$ cat config.mk
export PLATFORM = sky130hd
export DESIGN_NAME = qte_sqrt_cell
export DESIGN_NICKNAME = d
export VERILOG_FILES = /design/src/sv/qte_pkg.sv /design/src/sv/qte_sqrt_cell.sv
export SDC_FILE = /design/constraint.sdc
export NUM_CORES = 1
export LEC_CHECK = 0
export ABC_AREA = 1
export BUFFER_PORTS_ARGS = -buffer_cell sky130_fd_sc_hd__buf_2
export CAP_MARGIN = 5
export CORE_MARGIN = 2
export CORE_UTILIZATION = 40
export DETAILED_ROUTE_END_ITERATION = 12
export PLACE_DENSITY = 0.73
export SETUP_SLACK_MARGIN = 0.05
export SLEW_MARGIN = 20
export SYNTH_ARGS = -nofsm -noshare
export SYNTH_HDL_FRONTEND = slang
export SYNTH_SLANG_ARGS = --single-unit
$ cat constraint.sdc
create_clock -name clock -period 7.2 [get_ports clock]
set_input_delay 1.8 -clock clock [delete_from_list [all_inputs] [get_ports clock]]
set_output_delay 1.8 -clock clock [all_outputs]
set_load 0.05 [all_outputs]
$ cat src/sv/qte_pkg.sv
// qte_pkg: widths, constants, types and the CORDIC and rounding helpers
// shared by the quaternion to Euler angle unit, its cells and its channels.
// Depends on nothing.
package qte_pkg;

   localparam int CORDIC_STEPS       = 16;
   localparam int QUAT_FRACTION_BITS = 14;
   localparam int ANGLE_TABLE_LEN    = 24;
   localparam int STEP_COUNT = (CORDIC_STEPS < ANGLE_TABLE_LEN) ? CORDIC_STEPS : ANGLE_TABLE_LEN;

   localparam int QW   = 16;  // quaternion component
   localparam int PW   = 32;  // product of two components
   localparam int SUMW = 34;  // sums of products times two
   localparam int CW   = 37;  // cordic x and y
   localparam int AW   = 26;  // angle accumulator, 1/65536 degree
   localparam int S30W = 32;  // asin argument with 30 fraction bits
   localparam int SW   = 62;  // square root radicand and root
   localparam int IW   = 5;   // step index
   localparam int SQRT_STEPS = 31;
   localparam int XW   = 16;
   localparam int YW   = 15;

   localparam int UNIT_SHIFT  = 2 * QUAT_FRACTION_BITS;
   localparam int ALIGN_SHIFT = 30 - 2 * QUAT_FRACTION_BITS;
   localparam int ROUND_SHIFT = 9;

   localparam logic signed [SUMW-1:0] S_UNIT     = SUMW'(1) <<< UNIT_SHIFT;
   localparam logic signed [AW-1:0]   DEG180     = AW'(180 * 65536);
   localparam logic signed [AW-1:0]   ROUND_BIAS = AW'(256);
   localparam logic signed [AW-1:0]   XZ_LIMIT   = AW'(23040);
   localparam logic signed [AW-1:0]   Y_LIMIT    = AW'(11520);
   localparam logic [SW-1:0]          SQRT_ONE   = SW'(1) << (2 * (SQRT_STEPS - 1));

   typedef struct packed {
      logic signed [CW-1:0] x;
      logic signed [CW-1:0] y;
      logic signed [AW-1:0] acc;
      logic                 zero;
   } cordic_type;

   typedef struct packed {
      cordic_type ax;
      cordic_type ay;
      cordic_type az;
      logic       clamped;
   } lanes_type;

   typedef struct packed {
      logic signed [CW-1:0]   ax_y;
      logic signed [CW-1:0]   ax_x;
      logic signed [CW-1:0]   az_y;
      logic signed [CW-1:0]   az_x;
      logic signed [S30W-1:0] s30;
      logic                   clamped;
   } side_type;

   typedef struct packed {
      logic [SW-1:0] rem;
      logic [SW-1:0] root;
   } sqrt_type;

   // atan(2^-i) in 1/65536 degree
   function automatic logic signed [AW-1:0] atan_entry(input logic [IW-1:0] i);
      logic signed [AW-1:0] r;
      case (i)
         5'd0:    r = AW'(2949120);
         5'd1:    r = AW'(1740967);
         5'd2:    r = AW'(919879);
         5'd3:    r = AW'(466945);
         5'd4:    r = AW'(234379);
         5'd5:    r = AW'(117304);
         5'd6:    r = AW'(58666);
         5'd7:    r = AW'(29335);
         5'd8:    r = AW'(14668);
         5'd9:    r = AW'(7334);
         5'd10:   r = AW'(3667);
         5'd11:   r = AW'(1833);
         5'd12:   r = AW'(917);
         5'd13:   r = AW'(458);
         5'd14:   r = AW'(229);
         5'd15:   r = AW'(115);
         5'd16:   r = AW'(57);
         5'd17:   r = AW'(29);
         5'd18:   r = AW'(14);
         5'd19:   r = AW'(7);
         5'd20:   r = AW'(4);
         5'd21:   r = AW'(2);
         5'd22:   r = AW'(1);
         default: r = '0;
      endcase
      return r;
   endfunction

   // fold the left half plane onto the right one
   function automatic cordic_type cordic_prep(input logic signed [CW-1:0] y,
                                              input logic signed [CW-1:0] x);
      cordic_type c;
      c.zero = (x == 0) && (y == 0);
      c.x    = x;
      c.y    = y;
      c.acc  = '0;
      if (x < 0) begin
         c.acc = (y >= 0) ? DEG180 : -DEG180;
         c.x   = -x;
         c.y   = -y;
      end
      return c;
   endfunction

   function automatic cordic_type cordic_step(input cordic_type c, input logic [IW-1:0] i);
      cordic_type r;
      logic signed [CW-1:0] dx;
      logic signed [CW-1:0] dy;
      dx = c.y >>> i;
      dy = c.x >>> i;
      r  = c;
      if (c.y > 0) begin
         r.x   = c.x + dx;
         r.y   = c.y - dy;
         r.acc = c.acc + atan_entry(i);
      end else begin
         r.x   = c.x - dx;
         r.y   = c.y + dy;
         r.acc = c.acc - atan_entry(i);
      end
      return r;
   endfunction

   function automatic logic signed [AW-1:0] to_units(input cordic_type c,
                                                     input logic signed [AW-1:0] limit);
      logic signed [AW-1:0] r;
      r = (c.acc + ROUND_BIAS) >>> ROUND_SHIFT;
      if (r > limit)
         r = limit;
      if (r < -limit)
         r = -limit;
      if (c.zero)
         r = '0;
      return r;
   endfunction

endpackage

$ cat src/sv/qte_sqrt_cell.sv
// qte_sqrt_cell: one step of the integer square root, one root bit per cell
// depends on qte_pkg; carries the cordic operands alongside
module qte_sqrt_cell (
   input  logic                    clock,
   input  logic                    reset,
   input  logic                    enable,
   input  logic [qte_pkg::IW-1:0]  step,
   input  logic                    prev_valid,
   input  qte_pkg::sqrt_type       prev_sq,
   input  qte_pkg::side_type       prev_side,
   output logic                    next_valid,
   output qte_pkg::sqrt_type       next_sq,
   output qte_pkg::side_type       next_side
);
   import qte_pkg::*;

   logic [SW-1:0] bit_w;
   logic [SW-1:0] trial;
   logic          valid_ff, valid_in;
   sqrt_type      sq_ff, sq_in;
   side_type      side_ff, side_in;

   always_comb begin
      bit_w = SW'(1) << {(IW'(SQRT_STEPS - 1) - step), 1'b0};
      trial = prev_sq.root + bit_w;
      if (prev_sq.rem >= trial) begin
         sq_in.rem  = prev_sq.rem - trial;
         sq_in.root = (prev_sq.root >> 1) + bit_w;
      end else begin
         sq_in.rem  = prev_sq.rem;
         sq_in.root = prev_sq.root >> 1;
      end
      valid_in = enable ? prev_valid : valid_ff;
      side_in  = prev_side;
   end

   always_ff @(posedge clock) begin
      if (reset) begin
         valid_ff <= 1'b0;
      end else begin
         valid_ff <= valid_in;
      end
      if (enable) begin
         sq_ff   <= sq_in;
         side_ff <= side_in;
      end
   end

   assign next_valid = valid_ff;
   assign next_sq    = sq_ff;
   assign next_side  = side_ff;
endmodule

==> results.tsv <==
metric	value	unit
syn-num-nets	3560	
cp-end-kind	register	
grt_pass1_vias	24100	
crit_slowest_cell	ha_1	
port_buffers	619	
via_per_inst	5.28	
finalHoldViolations	0	
initial_core_util	40.7	%
drt_iter0_drc	2176	
design.core.area	56600	sq um
grt_pass1_wl	152	mm
synth.area.top_cells	edfxtp_1, nand2_1, inv_1, nor2_1, ha_1	
clk_pin_slew	0.06	ns
io_pins	620	
rrSetupSlack	6.58	ns
nFillCells	5723	
tightest_slew	0.991	ns
grt_max_degree	156	
finalMaxSlewViolations	0	
hold_path_depth	2	
die_y	244	um
ant_nets	0	
setup.worst_path.class	primary input to register	
status	finished, final reports clean	
slew_headroom	34.0	%
die_x	244	um
ys_warn_count	0	
cp.arrival	7.12	ns
yosys.area.top_type	edfxtp_1	
syn_to_final_growth	27.1	%
clock.fmax	0.146	GHz
cts_resized	0	
grt.total_usage	34.9	%
ys_ff_latch	306	
path_buf_inv	8	
drv_cap	0	
cts_buffers	36	
layout_setup_ws	0.362	ns
fin_crit	6.84	ns
finalCritPeriodShare	95.0	%
htreeDepth	2	
hp-class	register to register	
synth_area_per_cell	7.34	sq um
pre_cts_ws	-0.0919	ns
final_nets	4327	
synth_top_area_share	39.8	%
hold_buffers	0	
multiInputGateArea	11900	sq um
antenna_found_initial	35	
cp.depth	32	
worst_path_most_repeated_cell	nand2_1	
root_buffer	clkbuf_16	
synth_ff_type	edfxtp_1	
clock_skew	0	ns
gp_congestion	1.05	
ir_drop	0.191	mV
cts_tree	yes	
firstDrtPassIters	7	
rsz0062_at_grt	no	
critPathRequiredTime	7.48	ns
ys_types	62	
yosysSeqAreaShare	39.9	%
final_common_cell	nand2_1	
drive_above_1_share	23.0	%
mostFrequentLayoutCells	nand2_1, buf_2, inv_1, nor2_1, edfxtp_1	
route.detailed.drc	0	
place_area	28100	sq um
synth-edff-count	305	
start_kind	primary input	
synth.cell_area	23000	sq um
cts_setup_buffers	0	
vias	24900	
placementRows	87	
cts.sinks	306	
powerDensity	207	nW/um^2
wl_per_cell	22.7	um
wl	107	mm
synthArstFlopShare	0	%
clkLatencyLatePin	0.55	ns
register_area	9180	sq um
crit_family	simple AND/OR/NAND/NOR gates	
grt_overflow	0	
critPathMaxStageDelay	0.39	ns
dieArea	59500	sq um
ff2ff_path_depth	2	
path_max_fanout	20	
final_area	29300	sq um
synth_cells	3137	
leakagePower	13.8	nW
finalSetupViolations	0	
cts_buffer_depth	3	
dpl.hpwl	91.8	mm
report_power, final:
group	switching, mW	leakage [nW]	total (mW)	internal [mW]
logic	1.48	10.3	2.02	0.541
registers	0.0808	2.99	2.27	2.18
clock network	0.761	0.543	1.76	0.996
per-layer routing:
layer,vias to the layer above,global-route usage (%),share of wire [%]
met4,4,19.2,5.6
li1,12000,-,-
met1,11400,42.2,39
met5,-,0,0.026
met2,1222,59.5,48
met3,245,5.58,7.4
tightest hold or removal path, delay by kind of cell (launching register included):
family           cells  cell delay [ns]
flip-flops           1             0.34
AND/OR/NAND/NOR      1             0.08
multiplexers         1             0.08
synthesized netlist by cell type, types with 5 or more instances:
cell / number
a221oi_1: 5
ha_1: 108
o21ai_1: 28
a21o_1: 14
o22ai_1: 7
or2_2: 9
nor2_1: 368
inv_2: 19
a21boi_0: 8
nand3b_1: 28
xor2_1: 54
a31oi_1: 14
nor3_1: 40
a21oi_1: 159
edfxtp_1: 305
inv_1: 448
nand3_2: 14
nor2_2: 11
nand2_2: 14
nand2_1: 894
clkbuf_1: 8
o21bai_1: 16
o21ai_0: 198
xnor2_1: 40
nor4_1: 12
o21ai_2: 6
o21a_1: 5
nand4_1: 53
nand3_1: 174
buf_2: 17
state kept, by name, indices dropped and copies added, names as in the netlist:
name	count
next_sq	124
next_side	181
next_valid	1
cell families after synthesis:
group	Yosys count	share of synthesized area, %
and+or+nand+nor	1641	30.5
buffers and inverters	504	8.53
AOI/OAI and AO/OA	482	11.5
DFF	306	39.9
adders and majority gates	109	5.96
xor gates and xnor gates	94	3.58
muxes	1	0.0435
stage by stage:
step	instances	TNS [ns]	power, mW	hold WS [ns]	utilization [%]
6_report	4710	0	6.05	0.528	51.7
3_5_place_dp	4622	-1.39	4.30	0.508	49.6
2_1_floorplan	3137	0	3.54	0.733	-
3_3_place_gp	4622	-2.84	4.29	0.480	49.6
4_1_cts	4687	0	6.06	0.526	51.6
5_1_grt	4707	0	6.27	0.561	51.7
area by class of cell:
| cell class | count | share of cell area, % |
|---|---|---|
| diodes | 23 | 0.197 |
| repair buffers | 761 | 14.7 |
| well taps | 756 | 3.23 |
| multi-input cells | 2327 | 40.7 |
| inverters | 472 | 6.06 |
| flip-flops and latches | 306 | 31.4 |
| clock buffers | 42 | 3.16 |
| clock inverters | 23 | 0.616 |
final timing paths:
path                                           endpoint               startpoint
worst max-delay path             next_sq[114]$_DFFE_PP_                  step[0]
worst min-delay path            next_valid$_SDFFE_PP0P_  next_valid$_SDFFE_PP0P_
worst max register to register  next_valid$_SDFFE_PP0P_  next_valid$_SDFFE_PP0P_
worst min register to register  next_valid$_SDFFE_PP0P_  next_valid$_SDFFE_PP0P_
Note: power is estimated with default switching activity, not from simulation.
